<file path="src/hdl/ibfr_pkg.sv">
// Package for the serial servo-link frame receiver.
// Holds the shared widths, header and checksum constants, and the word transfer struct.
// No dependencies.
package ibfr_pkg;

    localparam int BYTE_W       = 8;
    localparam int WORD_W       = 16;
    localparam int IDX_W        = 4;
    localparam int CHANNELS_DEF = 14;
    localparam int CHANNELS_MAX = 14;

    localparam logic [BYTE_W-1:0] HDR_FIRST  = 8'h20;
    localparam logic [BYTE_W-1:0] HDR_SECOND = 8'h40;
    localparam logic [WORD_W-1:0] SUM_INIT   = 16'hFFFF;

    // Parser to cell chain: one finished channel word, or the end of a good frame.
    typedef struct packed {
        logic              push;
        logic [WORD_W-1:0] word;
        logic              good;
    } t_push;

endpackage

</file>
<file path="src/hdl/ibfr_cell.sv">
// One cell of the channel chain: holds one 16-bit channel word.
// Loads i_data, from its neighbor or from the parser word, on a shift. Depends on ibfr_pkg.
module ibfr_cell (
    input  logic                        i_clk,
    input  logic                        i_shift,
    input  logic [ibfr_pkg::WORD_W-1:0] i_data,
    output logic [ibfr_pkg::WORD_W-1:0] o_data
);
    import ibfr_pkg::*;

    logic [WORD_W-1:0] r_value;

    // Payload register; it needs no reset.
    always_ff @(posedge i_clk) begin
        if (i_shift) begin
            r_value <= i_data;
        end
    end

    assign o_data = r_value;

endmodule

</file>
<file path="src/hdl/ibfr_parser.sv">
// Frame parser: header hunt, running checksum, channel word assembly.
// Depends on ibfr_pkg.
module ibfr_parser #(
    parameter int CHANNELS = ibfr_pkg::CHANNELS_DEF
) (
    input  logic                        i_clk,
    input  logic                        i_rst_n,
    input  logic                        i_accept,
    input  logic [ibfr_pkg::BYTE_W-1:0] i_rx_byte,
    output ibfr_pkg::t_push             o_push
);
    import ibfr_pkg::*;

    localparam int FRAME_LEN = 2 * CHANNELS + 4;
    localparam int POS_W     = $clog2(FRAME_LEN);
    localparam logic [POS_W-1:0] POS_HUNT     = POS_W'(0);
    localparam logic [POS_W-1:0] POS_SECOND   = POS_W'(1);
    localparam logic [POS_W-1:0] POS_DATA_END = POS_W'(2 + 2 * CHANNELS);
    localparam logic [POS_W-1:0] POS_CHK_LOW  = POS_W'(2 + 2 * CHANNELS);
    localparam logic [POS_W-1:0] POS_CHK_HIGH = POS_W'(3 + 2 * CHANNELS);

    logic [POS_W-1:0]  r_pos,  n_pos;
    logic [WORD_W-1:0] r_sum,  n_sum;
    logic [BYTE_W-1:0] r_low,  n_low;
    logic [BYTE_W-1:0] r_chk,  n_chk;
    logic              s_in_data;

    assign s_in_data = (r_pos >= POS_W'(2)) && (r_pos < POS_DATA_END);

    // Next-state logic for one accepted byte.
    always_comb begin
        n_pos  = r_pos;
        n_sum  = r_sum;
        n_low  = r_low;
        n_chk  = r_chk;
        o_push = '0;
        o_push.word = {i_rx_byte, r_low};
        if (i_accept) begin
            if (r_pos == POS_HUNT) begin
                if (i_rx_byte == HDR_FIRST) begin
                    n_sum = SUM_INIT - WORD_W'(HDR_FIRST);
                    n_pos = POS_SECOND;
                end
            end else if (r_pos == POS_SECOND) begin
                if (i_rx_byte == HDR_SECOND) begin
                    n_sum = r_sum - WORD_W'(i_rx_byte);
                    n_pos = POS_W'(2);
                end else begin
                    n_pos = POS_HUNT;
                end
            end else if (s_in_data) begin
                // Even positions carry the low byte, odd ones finish the word.
                n_sum = r_sum - WORD_W'(i_rx_byte);
                if (!r_pos[0]) begin
                    n_low = i_rx_byte;
                end else begin
                    o_push.push = 1'b1;
                end
                n_pos = r_pos + POS_W'(1);
            end else if (r_pos == POS_CHK_LOW) begin
                n_chk = i_rx_byte;
                n_pos = r_pos + POS_W'(1);
            end else if (r_pos == POS_CHK_HIGH) begin
                o_push.good = ({i_rx_byte, r_chk} == r_sum);
                n_pos = POS_HUNT;
                n_sum = SUM_INIT;
            end else begin
                n_pos = POS_HUNT;
                n_sum = SUM_INIT;
            end
        end
    end

    // Parser state registers.
    always_ff @(posedge i_clk) begin
        if (!i_rst_n) begin
            r_pos <= POS_HUNT;
            r_sum <= SUM_INIT;
            r_low <= '0;
            r_chk <= '0;
        end else begin
            r_pos <= n_pos;
            r_sum <= n_sum;
            r_low <= n_low;
            r_chk <= n_chk;
        end
    end

endmodule

</file>
<file path="src/hdl/ibus_frame_receiver.sv">
// Latency: the first channel transaction is offered the cycle after the last checksum byte.
// Throughput: one byte per cycle while a frame arrives; after a good frame the cell chain
// drains one channel per cycle while i_stall is low, input stalled meanwhile.
// The drain rate is set by the chain shifting one cell per output transaction.
// Reset (synchronous, active low) returns to the header hunt, sets the checksum to 0xFFFF
// and drops any pending output; the channel cells are not cleared.
module ibus_frame_receiver #(
    parameter int CHANNELS = ibfr_pkg::CHANNELS_DEF
) (
    input  logic                        i_clk,
    input  logic                        i_rst_n,
    input  logic                        i_valid,
    output logic                        o_stall,
    input  logic [ibfr_pkg::BYTE_W-1:0] i_rx_byte,
    output logic                        o_valid,
    input  logic                        i_stall,
    output logic [ibfr_pkg::IDX_W-1:0]  o_channel_index,
    output logic [ibfr_pkg::WORD_W-1:0] o_channel_value,
    output logic                        o_last_channel
);
    import ibfr_pkg::*;

    localparam logic [IDX_W-1:0] LAST_IDX = IDX_W'(CHANNELS - 1);

    t_push             s_push;
    logic              s_accept;
    logic              s_take;
    logic              s_shift;
    logic [WORD_W-1:0] s_cell [CHANNELS];
    logic              r_busy;
    logic [IDX_W-1:0]  r_idx;

    assign s_accept = i_valid && !o_stall;
    assign s_take   = o_valid && !i_stall;
    assign s_shift  = s_push.push || s_take;

    ibfr_parser #(
        .CHANNELS (CHANNELS)
    ) u_parser (
        .i_clk     (i_clk),
        .i_rst_n   (i_rst_n),
        .i_accept  (s_accept),
        .i_rx_byte (i_rx_byte),
        .o_push    (s_push)
    );

    // Chain of cells: words enter at the tail and leave at the head.
    for (genvar g = 0; g < CHANNELS; g++) begin : g_chain
        if (g == CHANNELS - 1) begin : g_tail
            ibfr_cell u_cell (
                .i_clk   (i_clk),
                .i_shift (s_shift),
                .i_data  (s_push.word),
                .o_data  (s_cell[g])
            );
        end else begin : g_body
            ibfr_cell u_cell (
                .i_clk   (i_clk),
                .i_shift (s_shift),
                .i_data  (s_cell[g+1]),
                .o_data  (s_cell[g])
            );
        end
    end

    // Emission control: one channel transaction per cycle after a good frame, unless i_stall holds it.
    always_ff @(posedge i_clk) begin
        if (!i_rst_n) begin
            r_busy <= 1'b0;
            r_idx  <= '0;
        end else if (s_push.good) begin
            r_busy <= 1'b1;
            r_idx  <= '0;
        end else if (s_take) begin
            if (r_idx == LAST_IDX) begin
                r_busy <= 1'b0;
            end
            r_idx <= r_idx + IDX_W'(1);
        end
    end

    assign o_stall         = r_busy;
    assign o_valid         = r_busy;
    assign o_channel_index = r_idx;
    assign o_channel_value = s_cell[0];
    assign o_last_channel  = (r_idx == LAST_IDX);

`ifndef SYNTH
    // A frame can only complete while the chain is not draining.
    a_good_idle: assert property (@(posedge i_clk) disable iff (!i_rst_n)
        s_push.good |-> !r_busy)
        else $error("frame completed during emission");

    // No word enters the chain while it drains.
    a_push_idle: assert property (@(posedge i_clk) disable iff (!i_rst_n)
        r_busy |-> !s_push.push)
        else $error("word pushed during emission");

    // Taking the last channel ends the emission.
    a_last_ends: assert property (@(posedge i_clk) disable iff (!i_rst_n)
        (s_take && o_last_channel) |=> !o_valid)
        else $error("emission ran past the last channel");

    // The channel index never goes beyond the last channel.
    a_idx_range: assert property (@(posedge i_clk) disable iff (!i_rst_n)
        o_valid |-> (r_idx <= LAST_IDX))
        else $error("channel index out of range");
`endif

endmodule
</file>
<file path="config.mk">
export PLATFORM = sky130hd
export DESIGN_NAME = ibus_frame_receiver
export DESIGN_NICKNAME = d
export VERILOG_FILES = /design/src/hdl/ibfr_pkg.sv /design/src/hdl/ibfr_cell.sv /design/src/hdl/ibfr_parser.sv /design/src/hdl/ibus_frame_receiver.sv
export SDC_FILE = /design/constraint.sdc
export NUM_CORES = 1
export LEC_CHECK = 0
export BUFFER_PORTS_ARGS = -buffer_cell sky130_fd_sc_hd__clkbuf_2
export CAP_MARGIN = 40
export CORE_UTILIZATION = 42
export CTS_BUF_LIST = sky130_fd_sc_hd__clkbuf_8 sky130_fd_sc_hd__clkbuf_16
export CTS_CLUSTER_DIAMETER = 60
export DETAILED_ROUTE_END_ITERATION = 7
export MAX_ROUTING_LAYER = met4
export PLACE_DENSITY_LB_ADDON = 0.08
export REMOVE_ABC_BUFFERS = 1
export SLEW_MARGIN = 10
export SYNTH_ARGS = -nofsm -noshare
export SYNTH_HDL_FRONTEND = slang
export SYNTH_SLANG_ARGS = --single-unit
</file>
<file path="constraint.sdc">
create_clock -name i_clk -period 7.1 [get_ports i_clk]
set_clock_uncertainty 0.15 [all_clocks]
set_input_delay 0.355 -clock i_clk [delete_from_list [all_inputs] [get_ports i_clk]]
set_output_delay 0.355 -clock i_clk [all_outputs]
set_load 0.005 [all_outputs]
</file>
# Word-level counts from Yosys, hierarchy flattened
# Cells that the tools add are included.
# word_totals
ff_bits	266
in_bits	12
word_cells	81
# op_classes
addsub	3
magnitude_cmp	2
eq_ne	10
n_mux	26
bitwise_logic	5
reduce_logical	15
# op_table
cell	count
$mux W16	6
$mux W5	5
$eq A16 B16 Y1	1
$sub A16 B8 Y16	1
$mux W1	14
$eq A5 B5 Y1 const B	2
$reduce_and A5 Y1	2
$eq A8 B6 Y1 const B	1
$eq A8 B7 Y1 const B	1
$add A5 B1 Y5 const B	1
$eq A5 B1 Y1 const B	1
$ge A5 B2 Y1 const B	1
$logic_not A5 Y1	1
$lt A5 B5 Y1 const B	1
$not A1 Y1	5
$add A4 B1 Y4 const B	1
$eq A4 B4 Y1 const B	1
$ne A4 B1 Y1 const B	1
$reduce_and A2 Y1	2
$reduce_and A4 Y1	1
$reduce_bool A2 Y1	2
$logic_and A1 B1 Y1	3
$ne A3 B2 Y1 const B	1
$logic_not A1 Y1	2
other kinds (4)	4

# Depth between registers and ports, before layout
# Gate-level depths: netlist of run 1.
# logic_depth
ltp_word	9
depth_mapped	9
ltp_nobuf	8

# By module
# A second synthesis of run 1 with hierarchy kept.
# hier_totals
cells_unflattened	529
area_unflattened_um2	9361.5
# by_module_without_submodules
mod	instances	cells_each	area_each_um2	seq_area_each_um2
ibfr_cell	14	16	480.5	480.5
ibfr_parser	1	276	2377.3	740.7
ibus_frame_receiver	1	29	257.7	100.1

# Worst setup path after synthesis of run 1
# OpenSTA, ideal clock, no wires.
# synth_timing
path_kind	register to register
from	reg u_parser.r_pos[0]
to	reg g_chain[0].g_body.u_cell.r_value[0], enable pin
arrival_ns	6.313
required_time_ns	6.348
setup_slack_ns	0.035
stages_incl_launch_ff	6
cell_sequence	dfxtp_1 > inv_1 > ha_1 > or2_2 > a21oi_1 > a41o_1
# synth_between
elab_chain_cells	7
# synth_rtl
element	line_no	source
start, declared	ibfr_parser.sv:22	logic [POS_W-1:0] r_pos, n_pos;
start signal, assigned	ibfr_parser.sv:82	r_pos <= n_pos;
$ge A5 B2 Y1 or $lt A5 B5 Y1 (tied branches)	ibfr_parser.sv:28	assign s_in_data = (r_pos >= POS_W'(2)) && (r_pos < POS_DATA_END);
$logic_and A1 B1 Y1	ibfr_parser.sv:28	
$mux W1	ibfr_parser.sv:51	end else if (s_in_data) begin
$mux W1	ibfr_parser.sv:44	end else if (r_pos == POS_SECOND) begin
$mux W1 *	ibfr_parser.sv:39	if (r_pos == POS_HUNT) begin
$mux W1 *	ibfr_parser.sv:38	if (i_accept) begin
$logic_or A1 B1 Y1 *	ibus_frame_receiver.sv:35	assign s_shift = s_push.push || s_take;
via g_chain[0].g_body.u_cell.i_shift	ibfr_cell.sv:5	input logic i_shift,
end signal, assigned	ibfr_cell.sv:16	r_value <= i_data;
end, declared	ibfr_cell.sv:11	logic [WORD_W-1:0] r_value;
# Mark *: on every way through the listed nets, which the timed path passes. The rest lies on a longest branch.
# A chain may end at the register's enable or synchronous reset.

# Worst setup path after layout of run 1
# layout_timing
from	reg u_parser.r_pos[0]
to	reg g_chain[4].g_body.u_cell.r_value[7], enable pin
# layout_between
elab_chain_cells	7
# layout_rtl
element	line_no
$ge A5 B2 Y1 or $lt A5 B5 Y1 (tied branches)	ibfr_parser.sv:28
$logic_and A1 B1 Y1	ibfr_parser.sv:28
$mux W1	ibfr_parser.sv:51
$mux W1	ibfr_parser.sv:44
$mux W1 *	ibfr_parser.sv:39
$mux W1 *	ibfr_parser.sv:38
$logic_or A1 B1 Y1 *	ibus_frame_receiver.sv:35
via g_chain[0].g_body.u_cell.i_shift	ibfr_cell.sv:5
end signal, assigned	ibfr_cell.sv:16
end, declared	ibfr_cell.sv:11
# Marked as above.

==> results of run 1 <==
==> per-layer routing <==
layer,track usage [%],routed length [um],up-vias
met2,20.7,6610,102
met5,-,0,-
met3,2.67,733,34
met4,5.45,412,0
li1,-,-,2119
met1,17.2,6340,2164
==> worst max-delay path: cells and delay by family (launching register included) <==
kind | cells | cell delay (ns)
AOI/OAI and AO/OA | 2 | 1.10
buffers and inverters | 2 | 0.99
DFF | 1 | 0.52
and+or+nand+nor | 1 | 0.31
adders and majority gates | 1 | 0.29
==> logic make-up (layout without fill, tap and decap cells) <==
| group | Yosys count | count (layout) | share of synthesized area (%) |
|---|---|---|---|
| fa+ha+maj | 16 | 16 | 2.24 |
| compound gates | 74 | 74 | 5.57 |
| mux | 16 | 16 | 1.73 |
| xor+xnor | 23 | 23 | 2.17 |
| buf+inv | 23 | 106 | 1.09 |
| simple gates | 94 | 94 | 5.59 |
| flops | 266 | 266 | 81.6 |
==> cell usage in the layout (no fill, tap or decap), types with 16 or more instances in the layout <==
cell,instances
nor2_1,34
inv_1,18
o21ai_0,16
xnor2_1,16
clkbuf_16,27
mux2i_1,16
clkbuf_2,34
dfxtp_1,42
edfxtp_1,224
==> power groups by stage <==
| stage | clock (mW) | combinational (mW) | sequential (mW) |
|---|---|---|---|
| after floorplan | 0 | 0.0245 | 1.70 |
| after global placement | 0 | 0.0414 | 1.70 |
| after detailed placement | 0 | 0.0422 | 1.70 |
| after CTS | 1.46 | 0.0445 | 1.67 |
| after global routing | 1.52 | 0.0485 | 1.67 |
| final | 1.41 | 0.0439 | 1.67 |
==> worst max path at each step <==
stage	slack, ns	start	to	cells past startpoint
2_1_floorplan	0.03	u_parser.r_pos[0]$_SDFFE_PN0P_	g_chain[0].g_body.u_cell.o_data[0]$_DFFE_PP_	5
3_3_place_gp	3.26	u_parser.r_pos[0]$_SDFFE_PN0P_	g_chain[13].g_tail.u_cell.o_data[15]$_DFFE_PP_	6
3_5_place_dp	3.25	u_parser.r_pos[0]$_SDFFE_PN0P_	g_chain[2].g_body.u_cell.o_data[15]$_DFFE_PP_	6
4_1_cts	3.24	u_parser.r_pos[0]$_SDFFE_PN0P_	g_chain[2].g_body.u_cell.o_data[9]$_DFFE_PP_	6
5_1_grt	3.02	u_parser.r_pos[0]$_SDFFE_PN0P_	g_chain[3].g_body.u_cell.o_data[3]$_DFFE_PP_	6
6_report	3.30	u_parser.r_pos[0]$_SDFFE_PN0P_	g_chain[4].g_body.u_cell.o_data[7]$_DFFE_PP_	6
==> registers in the layout, indices dropped and copies added (netlist names) <==
register	flops
g_chain.g_body.u_cell.o_data	208
g_chain.g_tail.u_cell.o_data	16
u_parser.r_sum	16
u_parser.r_chk	8
u_parser.r_low	8
u_parser.r_pos	5
o_channel_index	4
o_stall	1
==> metrics by stage <==
stage               total power [mW]  instance area (sq um)
floorplan                       1.73                   9220
global placement                1.74                   9760
detailed placement              1.74                   9790
CTS                             3.18                  10700
global route                    3.23                  10700
finish                          3.13                  10700
==> final cells by class <==
cell class | count | area (sq um)
flip-flops and latches | 266 | 7570
repair buffers | 42 | 263
multi-input cells | 223 | 1620
clock buffers | 27 | 676
fillers | 1798 | 10600
inverters | 14 | 52.6
clock inverters | 23 | 225
well taps | 275 | 344
==> results.md, run 1 <==
* IO Pins at 35
* Largest net degree at the start of global routing at 74
* Async S/R FF share, synth at 0%
* Clk root buf: clkbuf_16
* Global router's overall resource usage at 13.4%
* Clk slew on worst S/H paths at 0.06 ns
* Seq pwr share at 53.4%
* FF-to-FF End: g_chain[4].g_body.u_cell.o_data[7]$_DFFE_PP_
* Number of flops mapped to enable cells by yosys at 224
* Synth unique cells at 52
* IO buf count at 34
* Fin. Hold Viols at 0
* Grt total ovfl at 0
* CTS resizes at 0
* Status: complete, no violations
* Fin crit period at 3.80 ns
* Hold Path Class: in -> reg
* Drt drc at 0
* Top-count cell post-synth: edfxtp_1
* R2r worst-path depth at 6
* Place WS at 3.25 ns
* Initial antenna violation count at 0
* Antenna diode count at 0
* Final WL at 14100 um
* Crit path kind: reg -> reg
* Vias at 4419
* Worst Slack Setup Final at 3.30 ns
* Cells after Synth at 512
* Net Sw Frac at 19.2%
* Data required, critical path at 7.10 ns
* Clock sink count at 266
* Htree depth at 1
* Top post-synthesis cells by area: edfxtp_1 73%, dfxtp_1 9.1%, ha_1 2.0%, mux2i_1 1.7%, xnor2_1 1.5%
* Worst reg2reg startpoint: u_parser.r_pos[0]$_SDFFE_PN0P_
* WHS at 0.0226 ns
* Worst-margin pin slew at 0.849 ns
* Worst vdd ir at 0.172 mV
* Data arrival, critical path at 3.80 ns
* ANT nets after route at 0
* Number of instances in the placed design at 815
* P_sw at 0.601 mW
* Gate power share at 1.4%
* Lkg Pwr at 3.61 nW
* Internal at 2.52 mW
* Slowest Stage Delay on Critical Path at 0.83 ns
* Wire per inst at 16.2 um
* Worst-path maximum fanout at 73
* Die Ht at 151 um
* FMAX at 0.263 GHz
* Crit-path slowest cell: a41o_4
* Vias in the first global route at 4346
* Synth-to-Final Area Change at 15.9%
* Die footprint at 22700 sq um
* Drt initial violations at 251
* Hold path start: i_rx_byte[3]
* Clock buffer depth at 3
* Setup-failing EPs final at 0
* WHS Endpoint: g_chain[13].g_tail.u_cell.o_data[11]$_DFFE_PP_
* Pwr dens at 291 nW/um^2
* First-pass GRT wire length at 23000 um
* Synth warn at 0
* Num CTS Buffers at 27
* GPL Wtd Cong at 0.812
* Total of max-cap violations at 0
* Sequential fraction of the synthesis area at 81.6%
* Final cell utilization of the core at 50.3%
* Synth Register Bits at 266
* RSZ-0062 raised after global routing: no
* Vias per cell at 5.08
* Rows at 53
* Drt pass-1 iters at 4
* R2R Setup Slk at 3.30 ns
* Post-Syn Area at 9270 sq um
* Main flop type after synthesis: edfxtp_1
* Share of cells above drive strength 1 at 15.1%
* Clock power share at 45.2%
* Max_slew headroom at 43.4%
* Final period utilization at 53.6%
* Clock Latency Late Sink at 0.53 ns
* Cts hold-fix bufs at 5
* Post-DP HPWL at 8390 um
* Horiz. Die Dim at 151 um
* Starting Density at 43.4%
* Post-route setup TNS at 0 ns
* Hold Path Depth at 1
* Top-area cell type share of the netlist area at 72.5%
* Commonest cells in the synthesized netlist: 224 x edfxtp_1, 42 x dfxtp_1, 34 x nor2_1
* Final Max Tran Viols at 0
* Post-synth top area cell: edfxtp_1
* CTS tree: done
* Critical Path Start Type: register
* Core ar. at 21400 sq um
* Setup bufs post-CTS at 0
* Non-Filler Instances at 870
* Avg Inst Size Synth at 18.1 sq um
* Nets@finish at 602
* CP cell instances: inv_1, ha_1, or2_2, a21oi_1, a41o_4, buf_4
* Setup crit end kind: register
No activity file was read; power rests on OpenSTA's default activity.
==> run 2, diff against run 1 <==
Settings changed: ABC_AREA from default to 1.
Clock period 7.1 ns to 3.27 ns, I/O delays scaled along.
==> run 2 against run 1 <==
  * Final area grew 2.2%
  * Highest routed layer unchanged
  * Die area up 2.4%
  * Sequential power up 130%
  * Critical path depth rose by 4
  * Final cell count rose by 17%
  * Critical path type unchanged
  * Combinational power rose to 20 times the previous value
  * Routed wire length up 7.4%
  * The flow now finishes with violations (design-rule violations)
  * Area after synthesis rose by 2.4%
  * Utilization shrank 0.46 points
==> results.md, run 2 <==
* FMAX at 0.402 GHz
* Number of flops mapped to enable cells by yosys at 224
* Critical Path Start Type: register
* Synth-to-Final Area Change at 15.7%
* Die footprint at 23200 sq um
* Post-DP HPWL at 9770 um
* CP delay by family, top: buffers and inverters
* Synth unique cells at 35
* Drt initial violations at 249
* Final Max Tran Viols at 0
* Vias at 4886
* CTS tree: done
* Crit-path slowest cell: buf_4
* Wire per inst at 14.9 um
* Pwr Total at 7.58 mW
* Data required, critical path at 3.33 ns
* Total of max-cap violations at 0
* Antenna diode count at 0
* Drt pass-1 iters at 6
* Hold path start: i_rst_n
* Vias per cell at 4.81
* Critical path launch point: u_parser.r_pos[0]$_SDFFE_PN0P_
* Setup bufs post-CTS at 0
* RSZ-0062 raised after global routing: no
* Synth warn at 0
* Clk slew on worst S/H paths at 0.06 ns
* CP cell instances: inv_1, ha_1, nor2_1, nand3_1, nand2_1, inv_1, nand2_1, o31ai_4, buf_4, buf_4
* Commonest non-fill, non-tap cells in the layout: 224 x edfxtp_1, 120 x nand2_1, 65 x inv_1
* Nets@finish at 746
* Drt drc at 3
* Crit path kind: reg -> reg
* Worst Slack Setup Final at 0.784 ns
* Main flop type after synthesis: edfxtp_1
* Sequential fraction of the synthesis area at 79.7%
* Global router's overall resource usage at 14.1%
* Status: complete, but fails checks
* Setup crit end kind: register
* Htree depth at 1
* Num CTS Buffers at 28
* Clock Latency Late Sink at 0.55 ns
* Hold Path Class: in -> reg
* Top post-synthesis cells by area: edfxtp_1 71%, dfxtp_1 8.9%, nand2_1 4.7%, inv_1 2.2%, ha_1 2.0%
* Horiz. Die Dim at 152 um
* Share of cells above drive strength 1 at 13.2%
* IO buf count at 34
* Final instance area at 11000 sq um
* Setup-failing EPs final at 0
* Final period utilization at 76.0%
* Grt total ovfl at 0
* Fin crit period at 2.49 ns
* Failing checks: design-rule violations
* ANT nets after route at 0
* Crit path buffers/inverters at 4
* Data arrival, critical path at 2.54 ns
* Die Ht at 152 um
* Lkg Pwr at 3.96 nW
* Synth Register Bits at 266
* Largest net degree at the start of global routing at 73
* Non-Filler Instances at 1016
* GPL Wtd Cong at 0.834
* Number of instances in the placed design at 959
* Post-Syn Area at 9490 sq um
* Top-count cell post-synth: edfxtp_1
* Place WS at 0.752 ns
* IO Pins at 35
* Max_slew headroom at 58.3%
* Worst-margin pin slew at 0.625 ns
* Slowest Stage Delay on Critical Path at 0.39 ns
* Core ar. at 22000 sq um
* Worst vdd ir at 0.361 mV
* Worst-path maximum fanout at 30
* Max reg flops at 208
* Commonest cells in the synthesized netlist: 224 x edfxtp_1, 120 x nand2_1, 56 x inv_1
* First-pass GRT wire length at 25100 um
* Post-route setup TNS at 0 ns
* Vias in the first global route at 4893
* Rows at 54
* Initial antenna violation count at 0
* Worst reg2reg startpoint: u_parser.r_pos[0]$_SDFFE_PN0P_
* Cells after Synth at 647
* Fin. Hold Viols at 0
* Commonest non-fill, non-tap cell in the layout: edfxtp_1
* Clk root buf: clkbuf_16
* Starting Density at 43.1%
* Top-area cell type share of the netlist area at 70.8%
* Pwr dens at 690 nW/um^2
* Async S/R FF share, synth at 0%
* Avg Inst Size Synth at 14.7 sq um
* Final WL at 15100 um
* Clock buffer depth at 3
* Post-DP Area at 10000 sq um
* Post-synth top area cell: edfxtp_1
* Clock sink count at 266
==> run 2: where the power goes <==
part           total [mW]  switching [mW]  internal [mW]  leakage (nW)
Combinational       0.885           0.605          0.280          1.16
Clock                2.86            1.23           1.64         0.444
Sequential           3.83          0.0742           3.75          2.36
==> run 2: cell families after synthesis <==
| group | count (synthesis) | synth area share, % |
|---|---|---|
| AOI/OAI and AO/OA | 66 | 3.65 |
| xor gates and xnor gates | 15 | 1.38 |
| adders and majority gates | 16 | 2.19 |
| buffers and inverters | 71 | 3.10 |
| DFF | 266 | 79.7 |
| and+or+nand+nor | 213 | 9.98 |
==> run 2: worst register-to-register path: stages (launching register included) <==
cell and delay, ns:
dfxtp_1 0.35, inv_1 0.21, ha_1 0.19, nor2_1 0.04, nand3_1 0.08, nand2_1 0.09
inv_1 0.11, nand2_1 0.12, o31ai_4 0.17, buf_4 0.24, buf_4 0.39
==> run 2: per-layer routing <==
layer	wire length, um	share of wire (%)	global-route usage [%]	up-vias
met5	0	0	-	-
met4	602	4.0	6.37	0
met3	552	3.6	2.50	43
met2	7220	48	23.2	82
met1	6770	45	17.1	2342
li1	-	-	-	2419
==> run 2: path summary, 6_finish.rpt <==
kind | cells past startpoint | slack (ns) | endpoint
worst max-delay path | 10 | 0.78 | g_chain[0].g_body.u_cell.o_data[7]$_DFFE_PP_
worst min-delay path | 2 | 0.02 | u_parser.r_sum[10]$_SDFFE_PN1P_
worst max register to register | 10 | 0.78 | g_chain[0].g_body.u_cell.o_data[7]$_DFFE_PP_
worst min register to register | 0 | 0.26 | g_chain[10].g_body.u_cell.o_data[2]$_DFFE_PP_
==> run 2: metrics by stage <==
| step | util [%] | hold slack (ns) |
|---|---|---|
| 2_1_floorplan | - | 0.0981 |
| 3_3_place_gp | 45.6 | 0.252 |
| 3_5_place_dp | 45.6 | 0.255 |
| 4_1_cts | 49.9 | 0.0146 |
| 5_1_grt | 49.9 | 0.0494 |
| 6_report | 49.9 | 0.0169 |
==> run 2: repair_timing <==
item                                   in CTS  in global routing
gates resized for setup                     0                  0
hold buffers                                9                  0
endpoints found under the hold margin      28                  0
==> run 2: cell type report <==
cell class	count	area (sq um)
Clock buffer	28	701
Inverter	63	236
Tap cell	280	350
Fill cell	1909	11000
Timing Repair Buffer	49	330
Clock inverter	20	149
Sequential cell	266	7570
Multi-Input combinational cell	310	1650
==> run 3, diff against run 2 <==
Clock period 3.27 ns to 2 ns, I/O delays scaled along.
==> run 3 against run 2 <==
  * The flow finishes with violations (design-rule violations, negative setup slack)
  * Sequential share of layout area is 6.7 points lower
  * Routed wire length is 8.9% higher
  * Combinational power is 130% higher
  * Largest power group unchanged
  * Highest routed layer unchanged
==> results.md, run 3 (same netlist as run 2, synthesis figures left out) <==
* Status: complete, but fails checks
* Failing checks: design-rule violations, negative setup slack
* Share of cells above drive strength 1 at 24.7%
* CTS tree: done
* WHS Endpoint: g_chain[7].g_body.u_cell.o_data[13]$_DFFE_PP_
* Fin. Hold Viols at 0
* Antenna diode count at 0
* Wire per inst at 15.1 um
* Fin crit period at 2.10 ns
* Hold Path Class: reg -> reg
* Drt initial violations at 307
* Worst vdd ir at 0.747 mV
* Largest net degree at the start of global routing at 22
* Vias at 5229
* Critical Path Start Type: register
* GPL Wtd Cong at 0.912
* Clk root buf: clkbuf_16
* R2r worst-path depth at 12
* WHS at 0.259 ns
* Num CTS Buffers at 28
* Die footprint at 23200 sq um
* Worst-path maximum fanout at 8
* Clock sink count at 266
* Fill cells at 1778
* Final cell utilization of the core at 55.3%
* Vias per cell at 4.78
* Drt pass-1 iters at 8
* Met3 Usage GRT at 2.67%
* Final period utilization at 105%
* Grt met1 use at 18.9%
* Place WS at -0.133 ns
* First-pass GRT wire length at 26700 um
* Total of max-cap violations at 0
* Core ar. at 22000 sq um
* Max reg flops at 208
* FF-to-FF End: g_chain[3].g_body.u_cell.o_data[7]$_DFFE_PP_
* Initial antenna violation count at 0
* Clock buffer depth at 3
* R2R Setup Slk at -0.1 ns
* Drt drc at 3
* Worst reg2reg startpoint: u_parser.r_pos[0]$_SDFFE_PN0P_
* Die Ht at 152 um
* Hold path start: g_chain[8].g_body.u_cell.o_data[13]$_DFFE_PP_
* Worst Slack Setup Final at -0.0960 ns
* Synth-to-Final Area Change at 28.3%
* Final Max Tran Viols at 0
* Htree depth at 1
* Starting Density at 43.1%
* FMAX at 0.477 GHz
* Setup-failing EPs final at 222
* Lkg Pwr at 4.52 nW
* Global router's overall resource usage at 14.9%
* Worst-margin pin slew at 0.296 ns
* RSZ-0062 raised after global routing: yes
* Post-DP HPWL at 10200 um
* Hold Path Depth at 0
* Vias in the first global route at 5185
* Most Crowded Layer GR: met2
* Final WL at 16500 um
* Met2 Use GR at 24.1%
* Max_slew headroom at 80.3%
* Setup crit end kind: register
* Rows at 54
* Pwr dens at 1130 nW/um^2
* Crit path kind: reg -> reg
* Commonest non-fill, non-tap cells in the layout: 224 x edfxtp_1, 112 x nand2_1, 58 x inv_1
* Clock Latency Late Sink at 0.54 ns
* IO buf count at 34
* Grt total ovfl at 0
* IO Pins at 35
* Commonest non-fill, non-tap cell in the layout: edfxtp_1
* Nets@finish at 821
* Clk slew on worst S/H paths at 0.06 ns
* ANT nets after route at 0
* Horiz. Die Dim at 152 um
* Data arrival, critical path at 2.20 ns
* Data required, critical path at 2.10 ns
==> run 3: where the power goes <==
group | leakage [nW] | internal, mW | total (mW) | switching, mW
logic | 1.65 | 0.906 | 2.06 | 1.15
registers | 2.36 | 6.14 | 6.25 | 0.106
clock network | 0.510 | 3.35 | 5.44 | 2.09
total | 4.52 | 10.4 | 13.7 | 3.35
==> run 3: worst max-delay path by stage <==
stage,startpoint,end,slack [ns]
floorplan,u_parser.r_pos[0]$_SDFFE_PN0P_,g_chain[0].g_body.u_cell.o_data[0]$_DFFE_PP_,-16.58
global placement,u_parser.r_pos[0]$_SDFFE_PN0P_,g_chain[0].g_body.u_cell.o_data[5]$_DFFE_PP_,-0.07
detailed placement,u_parser.r_pos[0]$_SDFFE_PN0P_,g_chain[0].g_body.u_cell.o_data[5]$_DFFE_PP_,-0.13
CTS,u_parser.r_pos[0]$_SDFFE_PN0P_,g_chain[8].g_body.u_cell.o_data[5]$_DFFE_PP_,-0.1
global route,u_parser.r_pos[0]$_SDFFE_PN0P_,g_chain[5].g_body.u_cell.o_data[3]$_DFFE_PP_,-0.14
finish,u_parser.r_pos[0]$_SDFFE_PN0P_,g_chain[3].g_body.u_cell.o_data[7]$_DFFE_PP_,-0.1
==> run 3: metal layers <==
metal / vias to the layer above / wire length (um) / share of wire [%]
li1: 2570 / - / -
met1: 2515 / 7440 / 45
met2: 107 / 7890 / 48
met3: 37 / 694 / 4.2
met4: 0 / 459 / 2.8
met5: - / 0 / 0
==> run 3: metrics by stage <==
stage	instances	cell area, sq um	power, mW	TNS [ns]
floorplan	639	9440	7.45	-3713.68
global placement	1002	10400	8.08	-8.50
detailed placement	1002	10400	8.10	-21.62
CTS	1081	11900	13.7	-13.86
global route	1094	12200	14.4	-20.31
finish	1094	12200	13.7	-9.27
==> run 3: worst max-delay path: stages (launching register included) <==
cell	delay (ns)
dfxtp_2	0.34
inv_4	0.07
ha_4	0.11
nor2_1	0.03
nand3_1	0.09
nand2_2	0.08
inv_2	0.08
nand2_4	0.06
o31ai_4	0.22
buf_12	0.15
buf_12	0.10
buf_12	0.15
clkbuf_16	0.16
==> run 3: layout make-up <==
type	instances	area, sq um	area share (%)
clock buffers	28	701	5.75
clock inverters	23	295	2.42
inverters	63	239	1.96
multi-input cells	310	1710	14.0
flip-flops and latches	266	7570	62.2
well taps	280	350	2.88
repair buffers	124	1320	10.8
==> run 3: repair_timing <==
item,CTS,global route
hold buffers,11,0
cloned,7,5
gates resized for setup,32,22
pin swaps,1,10
hold endpoints to repair,44,0
setup endpoints to repair,226,239
buffers inserted,10,8
